<file path="src/hds_pkg.sv">
// hds_pkg: shared types, codes and constants for the hash drift scorer.
// No dependencies; imported by every module of the block.
`timescale 1ns / 1ps

package hds_pkg;

    // Beat action codes carried on the slave-side tuser
    localparam int unsigned ACTION_W = 2;
    localparam logic [ACTION_W-1:0] ACT_BYTE   = 2'd0;
    localparam logic [ACTION_W-1:0] ACT_MARK   = 2'd1;
    localparam logic [ACTION_W-1:0] ACT_FINISH = 2'd2;

    // Configuration register indexes
    localparam int unsigned CFG_IDX_W = 8;
    localparam logic [CFG_IDX_W-1:0] REG_BASELINE  = 8'd0;
    localparam logic [CFG_IDX_W-1:0] REG_THRESHOLD = 8'd1;

    localparam int unsigned HASH_W = 64;
    localparam int unsigned BYTE_W = 8;
    localparam int unsigned VAR_W  = 16;
    localparam int unsigned CNT_W  = 7;    // popcount of 64 bits
    localparam int unsigned LANES  = HASH_W / BYTE_W;
    localparam int unsigned LANE_CNT_W = 4;

    // Master-side tdata: packed_value, variance, tampered, full_hash, zero pad
    localparam int unsigned OUT_BITS = HASH_W + VAR_W + 1 + HASH_W;
    localparam int unsigned OUT_TDATA_W = ((OUT_BITS + 7) / 8) * 8;

    localparam logic [HASH_W-1:0] OFFSET_BASIS = 64'hCBF2_9CE4_8422_2325;
    localparam logic [VAR_W-1:0]  VAR_MAX      = 16'hFFFF;

    // Finish snapshot handed from the hash state to the scoring pipe
    typedef struct packed {
        logic [HASH_W-1:0] diff;     // running hash ^ baseline
        logic [HASH_W-1:0] ident;    // identity snapshot
        logic [HASH_W-1:0] hash;     // running hash before finish
    } t_fin;

    function automatic logic [LANE_CNT_W-1:0] pop8(input logic [BYTE_W-1:0] v);
        logic [LANE_CNT_W-1:0] n;
        n = '0;
        for (int k = 0; k < BYTE_W; k++) begin
            n = n + LANE_CNT_W'(v[k]);
        end
        return n;
    endfunction

endpackage

</file>
<file path="src/hds_hash_core.sv">
// hds_hash_core: running FNV-1a 64 hash and identity snapshot registers.
// Depends on hds_pkg.
`timescale 1ns / 1ps

module hds_hash_core
    import hds_pkg::*;
(
    input  logic                i_clk,
    input  logic                i_rst_n,
    input  logic                i_accept,
    input  logic [ACTION_W-1:0] i_action,
    input  logic [BYTE_W-1:0]   i_data_byte,
    output logic [HASH_W-1:0]   o_hash,
    output logic [HASH_W-1:0]   o_ident
);

    logic [HASH_W-1:0] r_hash, n_hash;
    logic [HASH_W-1:0] r_ident, n_ident;
    logic [HASH_W-1:0] w_x;
    logic [HASH_W-1:0] w_folded;

    // prime = 2^40 + 2^8 + 0xB3 ; 0xB3 = 2^7 + 2^5 + 2^4 + 2^1 + 1
    assign w_x = r_hash ^ {{(HASH_W-BYTE_W){1'b0}}, i_data_byte};
    assign w_folded = (w_x << 40) + (w_x << 8) + (w_x << 7) + (w_x << 5)
                    + (w_x << 4) + (w_x << 1) + w_x;

    always_comb begin
        n_hash  = r_hash;
        n_ident = r_ident;
        if (i_accept) begin
            case (i_action)
                ACT_BYTE:   n_hash  = w_folded;
                ACT_MARK:   n_ident = r_hash;
                ACT_FINISH: begin
                    n_hash  = OFFSET_BASIS;
                    n_ident = OFFSET_BASIS;
                end
                default:    ;
            endcase
        end
    end

    always_ff @(posedge i_clk) begin
        if (!i_rst_n) begin
            r_hash  <= OFFSET_BASIS;
            r_ident <= OFFSET_BASIS;
        end else begin
            r_hash  <= n_hash;
            r_ident <= n_ident;
        end
    end

    assign o_hash  = r_hash;
    assign o_ident = r_ident;

endmodule

</file>
<file path="src/hds_score_pipe.sv">
// hds_score_pipe: capture, per-byte popcount, variance/threshold and output beat.
// Depends on hds_pkg.
`timescale 1ns / 1ps

module hds_score_pipe
    import hds_pkg::*;
#(
    parameter int unsigned VARIANCE_SHIFT    = 48,
    parameter int unsigned DEFAULT_THRESHOLD = 16384
) (
    input  logic                   i_clk,
    input  logic                   i_rst_n,
    input  logic                   i_fin_valid,
    output logic                   o_fin_ready,
    input  t_fin                   i_fin,
    input  logic [VAR_W-1:0]       i_threshold,
    output logic                   o_valid,
    input  logic                   i_ready,
    output logic [OUT_TDATA_W-1:0] o_data,
    output logic [VAR_W-1:0]       o_variance,
    output logic                   o_tampered,
    output logic [VAR_W-1:0]       o_eff_threshold
);

    localparam logic [HASH_W-1:0] ID_MASK = (HASH_W'(1) << VARIANCE_SHIFT) - HASH_W'(1);

    // stage 2: captured finish
    logic r_s2v;
    t_fin r_s2;
    // stage 3: lane counts
    logic                  r_s3v;
    logic [LANE_CNT_W-1:0] r_lane [LANES];
    logic [HASH_W-1:0]     r_s3_ident, r_s3_hash;
    // output beat
    logic                   r_ov;
    logic [OUT_TDATA_W-1:0] r_odata;

    logic out_free, s3_free, s2_free;
    logic [CNT_W-1:0] w_cnt;
    logic [VAR_W-1:0] w_var;
    logic [VAR_W-1:0] w_thr;
    logic             w_tamp;
    logic [HASH_W-1:0] w_packed;

    assign out_free = ~r_ov | i_ready;
    assign s3_free  = ~r_s3v | out_free;
    assign s2_free  = ~r_s2v | s3_free;
    assign o_fin_ready = s2_free;

    always_comb begin
        w_cnt = '0;
        for (int l = 0; l < LANES; l++) begin
            w_cnt = w_cnt + CNT_W'(r_lane[l]);
        end
    end

    // count of 64 saturates; below that the scale is a 10-bit shift
    assign w_var = w_cnt[CNT_W-1] ? VAR_MAX : {w_cnt[CNT_W-2:0], 10'b0};
    assign w_thr = (i_threshold == '0) ? VAR_W'(DEFAULT_THRESHOLD) : i_threshold;
    assign w_tamp = (w_var >= w_thr);
    assign w_packed = (HASH_W'(w_var) << VARIANCE_SHIFT) | (r_s3_ident & ID_MASK);

    always_ff @(posedge i_clk) begin
        if (!i_rst_n) begin
            r_s2v <= 1'b0;
            r_s3v <= 1'b0;
            r_ov  <= 1'b0;
        end else begin
            if (s2_free)  r_s2v <= i_fin_valid;
            if (s3_free)  r_s3v <= r_s2v;
            if (out_free) r_ov  <= r_s3v;
        end
    end

    always_ff @(posedge i_clk) begin
        if (s2_free && i_fin_valid) begin
            r_s2 <= i_fin;
        end
        if (s3_free && r_s2v) begin
            for (int l = 0; l < LANES; l++) begin
                r_lane[l] <= pop8(r_s2.diff[l*BYTE_W +: BYTE_W]);
            end
            r_s3_ident <= r_s2.ident;
            r_s3_hash  <= r_s2.hash;
        end
        if (out_free && r_s3v) begin
            r_odata <= OUT_TDATA_W'({r_s3_hash, w_tamp, w_var, w_packed});
        end
    end

    assign o_valid         = r_ov;
    assign o_data          = r_odata;
    assign o_variance      = r_odata[HASH_W +: VAR_W];
    assign o_tampered      = r_odata[HASH_W + VAR_W];
    assign o_eff_threshold = w_thr;

endmodule

</file>
<file path="src/hash_drift_scorer.sv">
// hash_drift_scorer: top level, stream ports, configuration registers, checks.
// Depends on hds_pkg, hds_hash_core, hds_score_pipe.
`timescale 1ns / 1ps

// Folds a byte stream into a 64-bit FNV-1a hash, one beat per clock while
// tready is high. Each slave beat carries an action on tuser: byte (fold
// tdata into the hash), mark (copy the running hash into the identity
// snapshot) or finish. Action code 3 is accepted and dropped. A finish emits
// one master beat: the Hamming distance between the running hash and the
// baseline register, times 1024 and saturated at 65535, as the variance; a
// tamper flag when the variance reaches the threshold (zero threshold selects
// DEFAULT_THRESHOLD); the variance packed above the low VARIANCE_SHIFT bits of
// the identity; and the full hash. Finish returns both hashes to the offset
// basis. Throughput is one beat per cycle for any action mix while tready is
// high; the hash loop (xor plus the FNV prime as a shift-add) is combinational.
// Finish results travel a three-register pipe (capture, per-byte popcount,
// sum/score) with its own valid at every stage, so up to three results can
// queue while the master side stalls before the slave side sees tready drop.
// Configuration writes are always ready and should only be issued while idle;
// writes to indexes past the threshold register are ignored.
module hash_drift_scorer
    import hds_pkg::*;
#(
    parameter int unsigned VARIANCE_SHIFT    = 48,
    parameter int unsigned DEFAULT_THRESHOLD = 16384
) (
    input  logic                   i_clk,
    input  logic                   i_rst_n,
    // slave side
    input  logic                   i_s_axis_tvalid,
    output logic                   o_s_axis_tready,
    input  logic [BYTE_W-1:0]      i_s_axis_tdata,   // [7:0] data_byte
    input  logic [ACTION_W-1:0]    i_s_axis_tuser,   // [1:0] action
    // master side
    output logic                   o_m_axis_tvalid,
    input  logic                   i_m_axis_tready,
    // [63:0] packed_value, [79:64] variance, [80] tampered,
    // [144:81] full_hash, [151:145] zero
    output logic [OUT_TDATA_W-1:0] o_m_axis_tdata,
    // configuration write
    input  logic                   i_cfg_valid,
    output logic                   o_cfg_ready,
    input  logic [CFG_IDX_W-1:0]   i_cfg_index,
    input  logic [HASH_W-1:0]      i_cfg_data
);

    logic [HASH_W-1:0] r_baseline;
    logic [VAR_W-1:0]  r_threshold;

    logic              s_accept;
    logic              fin_valid;
    logic              fin_ready;
    logic [HASH_W-1:0] w_hash, w_ident;
    t_fin              w_fin;
    logic [VAR_W-1:0]  w_variance;
    logic              w_tampered;
    logic [VAR_W-1:0]  w_eff_thr;

    // ---- configuration ----
    assign o_cfg_ready = 1'b1;

    always_ff @(posedge i_clk) begin
        if (!i_rst_n) begin
            r_baseline  <= '0;
            r_threshold <= '0;
        end else if (i_cfg_valid) begin
            unique case (i_cfg_index)
                REG_BASELINE:  r_baseline  <= i_cfg_data;
                REG_THRESHOLD: r_threshold <= i_cfg_data[VAR_W-1:0];
                default:       ;
            endcase
        end
    end

    // ---- slave handshake ----
    // tready only drops when the finish pipe is fully backed up
    assign o_s_axis_tready = fin_ready;
    assign s_accept        = i_s_axis_tvalid & fin_ready;
    assign fin_valid       = s_accept & (i_s_axis_tuser == ACT_FINISH);

    hds_hash_core u_hash (
        .i_clk       (i_clk),
        .i_rst_n     (i_rst_n),
        .i_accept    (s_accept),
        .i_action    (i_s_axis_tuser),
        .i_data_byte (i_s_axis_tdata),
        .o_hash      (w_hash),
        .o_ident     (w_ident)
    );

    assign w_fin.diff  = w_hash ^ r_baseline;
    assign w_fin.ident = w_ident;
    assign w_fin.hash  = w_hash;

    hds_score_pipe #(
        .VARIANCE_SHIFT    (VARIANCE_SHIFT),
        .DEFAULT_THRESHOLD (DEFAULT_THRESHOLD)
    ) u_score (
        .i_clk           (i_clk),
        .i_rst_n         (i_rst_n),
        .i_fin_valid     (fin_valid),
        .o_fin_ready     (fin_ready),
        .i_fin           (w_fin),
        .i_threshold     (r_threshold),
        .o_valid         (o_m_axis_tvalid),
        .i_ready         (i_m_axis_tready),
        .o_data          (o_m_axis_tdata),
        .o_variance      (w_variance),
        .o_tampered      (w_tampered),
        .o_eff_threshold (w_eff_thr)
    );

    // ---- checks ----
    // finish puts both hashes back to the offset basis
    a_finish_clears: assert property (@(posedge i_clk) disable iff (!i_rst_n)
        fin_valid |=> (w_hash == OFFSET_BASIS) && (w_ident == OFFSET_BASIS))
        else $error("hash state not cleared after finish");

    // mark copies the hash as it stood
    a_mark_copies: assert property (@(posedge i_clk) disable iff (!i_rst_n)
        (s_accept && (i_s_axis_tuser == ACT_MARK)) |=> (w_ident == $past(w_hash)))
        else $error("identity snapshot mismatch after mark");

    // variance is a multiple of 1024 or saturated
    a_var_shape: assert property (@(posedge i_clk) disable iff (!i_rst_n)
        o_m_axis_tvalid |-> ((w_variance == VAR_MAX) || (w_variance[9:0] == 10'd0)))
        else $error("variance not a scaled count");

    // tamper flag agrees with the threshold in force
    a_tamper_flag: assert property (@(posedge i_clk) disable iff (!i_rst_n)
        o_m_axis_tvalid |-> (w_tampered == (w_variance >= w_eff_thr)))
        else $error("tamper flag disagrees with variance");

endmodule
</file>
<file path="config.mk">
export PLATFORM = sky130hd
export DESIGN_NAME = hash_drift_scorer
export DESIGN_NICKNAME = d
export VERILOG_FILES = /design/src/hds_pkg.sv /design/src/hds_hash_core.sv /design/src/hds_score_pipe.sv /design/src/hash_drift_scorer.sv
export SDC_FILE = /design/constraint.sdc
export NUM_CORES = 1
export LEC_CHECK = 0
export ABC_AREA = 1
export BUFFER_PORTS_ARGS = -buffer_cell sky130_fd_sc_hd__buf_2
export CORE_MARGIN = 4
export CORE_UTILIZATION = 55
export DETAILED_ROUTE_END_ITERATION = 16
export HOLD_SLACK_MARGIN = 0.02
export PLACE_DENSITY = 0.85
export SYNTH_ARGS = -nofsm -noshare
export SYNTH_HDL_FRONTEND = slang
export SYNTH_SLANG_ARGS = --single-unit
</file>
<file path="constraint.sdc">
create_clock -name i_clk -period 8.7 [get_ports i_clk]
set_input_delay 1.74 -clock i_clk [delete_from_list [all_inputs] [get_ports i_clk]]
set_output_delay 1.74 -clock i_clk [all_outputs]
set_load 0.02 [all_outputs]
</file>
==> metrics.txt <==
DRC violations left=0; maxcap violations=0; RePlAce Congestion=1.00; largest net degree at the start of global routing=97; CTS max path bufs=3; final WL=97300 um; area grow syn2layout=11.4%; most used cell along the critical path=nand2_1; n_diodes=0; max_slew headroom=17.3%; Max Slew Vio Count=0; clock latency on the worst-skew pair=0.64 ns; synthesized area=35600 sq um; Layout fillers=4837; # setup viols final=0; Rows=93; commonest non-fill, non-tap cell in the layout=nand2_1; Die W=263 um; Final HPWL DP=71800 um; Buf+Inv Stages, Crit Path=4; clk_skew=0.0229 ns; Largest stage delay, worst path=0.52 ns; H-tree depth=2; crit path launch type=flip-flop; min Tclk post-route=6.14 ns; Starting DRT DRC Count=2199; measured slew at the worst slew-check pin=1.24 ns; Max Fclk=0.163 GHz; run status=completed; Hold Vio Cnt, Final=0; Num Clock Sinks=635; Root Buffer Master=clkbuf_16; delay-heaviest family, CP=adder cells; commonest non-fill, non-tap cells in the layout=nand2_1, inv_1, edfxtp_1; vias in the first global route=25291; layout cells sized above 1=13.0%; Crit Path Category=flip-flop to flip-flop; drt first pass iters=6; total global-route track usage=28.3%; die area=68900 sq um; Syn. warnings=0; CP Depth=26; CP required=9.08 ns; GRT overflow=0; post_cts resized=0; Critical Path AT=6.52 ns; unrepaired setup endpoints after global routing=no; Inserted Clock Buffers=60; final net count=4127; WL/cell=21.7 um; Critical Path Sink Type=flip-flop; worst setup margin=2.56 ns; Tcrit/Tclk final=70.6%; first-pass GRT wire length=149000 um; cts hold-fix bufs=0; routed via count=24434; CTS tree=done; FF+latch count, synth=635; PortBufs=233; Clock transition at path regs=0.07 ns; Crit-path slowest cell=fa_1; Initial Utilization=55.4%; Core Region=64300 sq um; initial antenna violation count=1; Post-CTS Setup Inserts=0; hold path depth=0; dpl ws=2.01 ns; worst reg2reg path depth=26; # IOs=242; post-route ant nets=0; crit-path max FO=10; Die Span Y=263 um; Distinct cells, synth=51; Via density=5.45; Gate Count Post-Synth=3349; post-synthesis sequential area ratio=48.0%; Avg Cell Area, Syn=10.6 sq um; Hold Path Class=flip-flop to flip-flop; Total Neg Setup Slack=0 ns
[through the flow]
| stage | hold WS (ns) | instance area (sq um) | utilization [%] | cells |
|---|---|---|---|---|
| after floorplan | 0.400 | 35700 | - | 3355 |
| after global placement | 0.401 | 37600 | 58.4 | 4371 |
| after detailed placement | 0.405 | 37600 | 58.4 | 4371 |
| after CTS | 0.415 | 39700 | 61.7 | 4484 |
| after global routing | 0.423 | 39700 | 61.7 | 4484 |
| final | 0.414 | 39700 | 61.7 | 4484 |
[final cells by class]
cell class / count / area [sq um] / share of cell area (%)
clock inverters: 41 / 527 / 1.33
clock buffers: 72 / 1610 / 4.05
well taps: 855 / 1070 / 2.69
inverters: 624 / 2360 / 5.94
repair buffers: 263 / 1390 / 3.50
flip-flops and latches: 635 / 17100 / 43.1
multi-input cells: 1994 / 15600 / 39.4
[path summary, 6_finish.rpt]
kind                         from                    end  slack, ns
max          u_score.r_lane[0][0]     u_score.o_data[80]       2.56
min              u_score.r_s2[41]  u_score.r_s3_hash[41]       0.41
max reg2reg  u_score.r_lane[0][0]     u_score.o_data[80]       2.56
min reg2reg      u_score.r_s2[41]  u_score.r_s3_hash[41]       0.41
[logic make-up (layout without fill, tap and decap cells)]
| logic type | Yosys count | in the layout | synth area share (%) |
|---|---|---|---|
| simple gates | 1092 | 1092 | 13.3 |
| buf+inv | 726 | 1000 | 8.23 |
| flops | 635 | 635 | 48.0 |
| fa+ha+maj | 462 | 462 | 22.6 |
| compound gates | 334 | 334 | 5.41 |
| xor+xnor | 98 | 98 | 2.41 |
| other cells | 2 | 8 | 0.0211 |
[synthesized netlist by cell type, drive strengths merged]
cell type,number,share of area [%]
o22ai,1,0.018
o21ai,59,0.83
a32oi,1,0.025
a41oi,1,0.025
dfxtp,195,11
o211ai,1,0.021
nand3b,8,0.18
ha,160,5.6
nor3,16,0.34
buf,76,1.4
o211a,1,0.028
and2,5,0.095
clkbuf,26,0.27
nand2,696,7.5
a21oi,178,2.5
inv,623,6.6
xor2,77,1.9
a21boi,1,0.021
nand3,143,2.1
o21bai,7,0.15
nand4,19,0.33
and3,8,0.14
o221a,1,0.032
nor2,180,2.2
a21o,2,0.042
a211oi,81,1.7
conb,2,0.021
or2,7,0.12
clkinv,1,0.025
edfxtp,440,37
nor4,9,0.18
and3b,1,0.025
xnor2,21,0.52
fa,302,17
[metal layers]
layer	up-vias	wire length (um)	global-route usage [%]
met5	-	0	0
met4	0	5470	12.8
met3	279	7930	5.22
met2	1082	47400	47.8
met1	11895	36600	35.7
li1	11178	-	-
[state kept, by name, indices dropped and copies added, names as in the netlist]
signal and cells:
r_baseline 64, r_threshold 16, u_hash.o_hash 64, u_hash.o_ident 48, u_score.o_data 120, u_score.o_valid 1, u_score.r_lane 32, u_score.r_s2 176
u_score.r_s2v 1, u_score.r_s3_hash 64, u_score.r_s3_ident 48, u_score.r_s3v 1
Power is not shown: default switching activity piles up to over one toggle a cycle in this logic, so the estimate is an artifact.
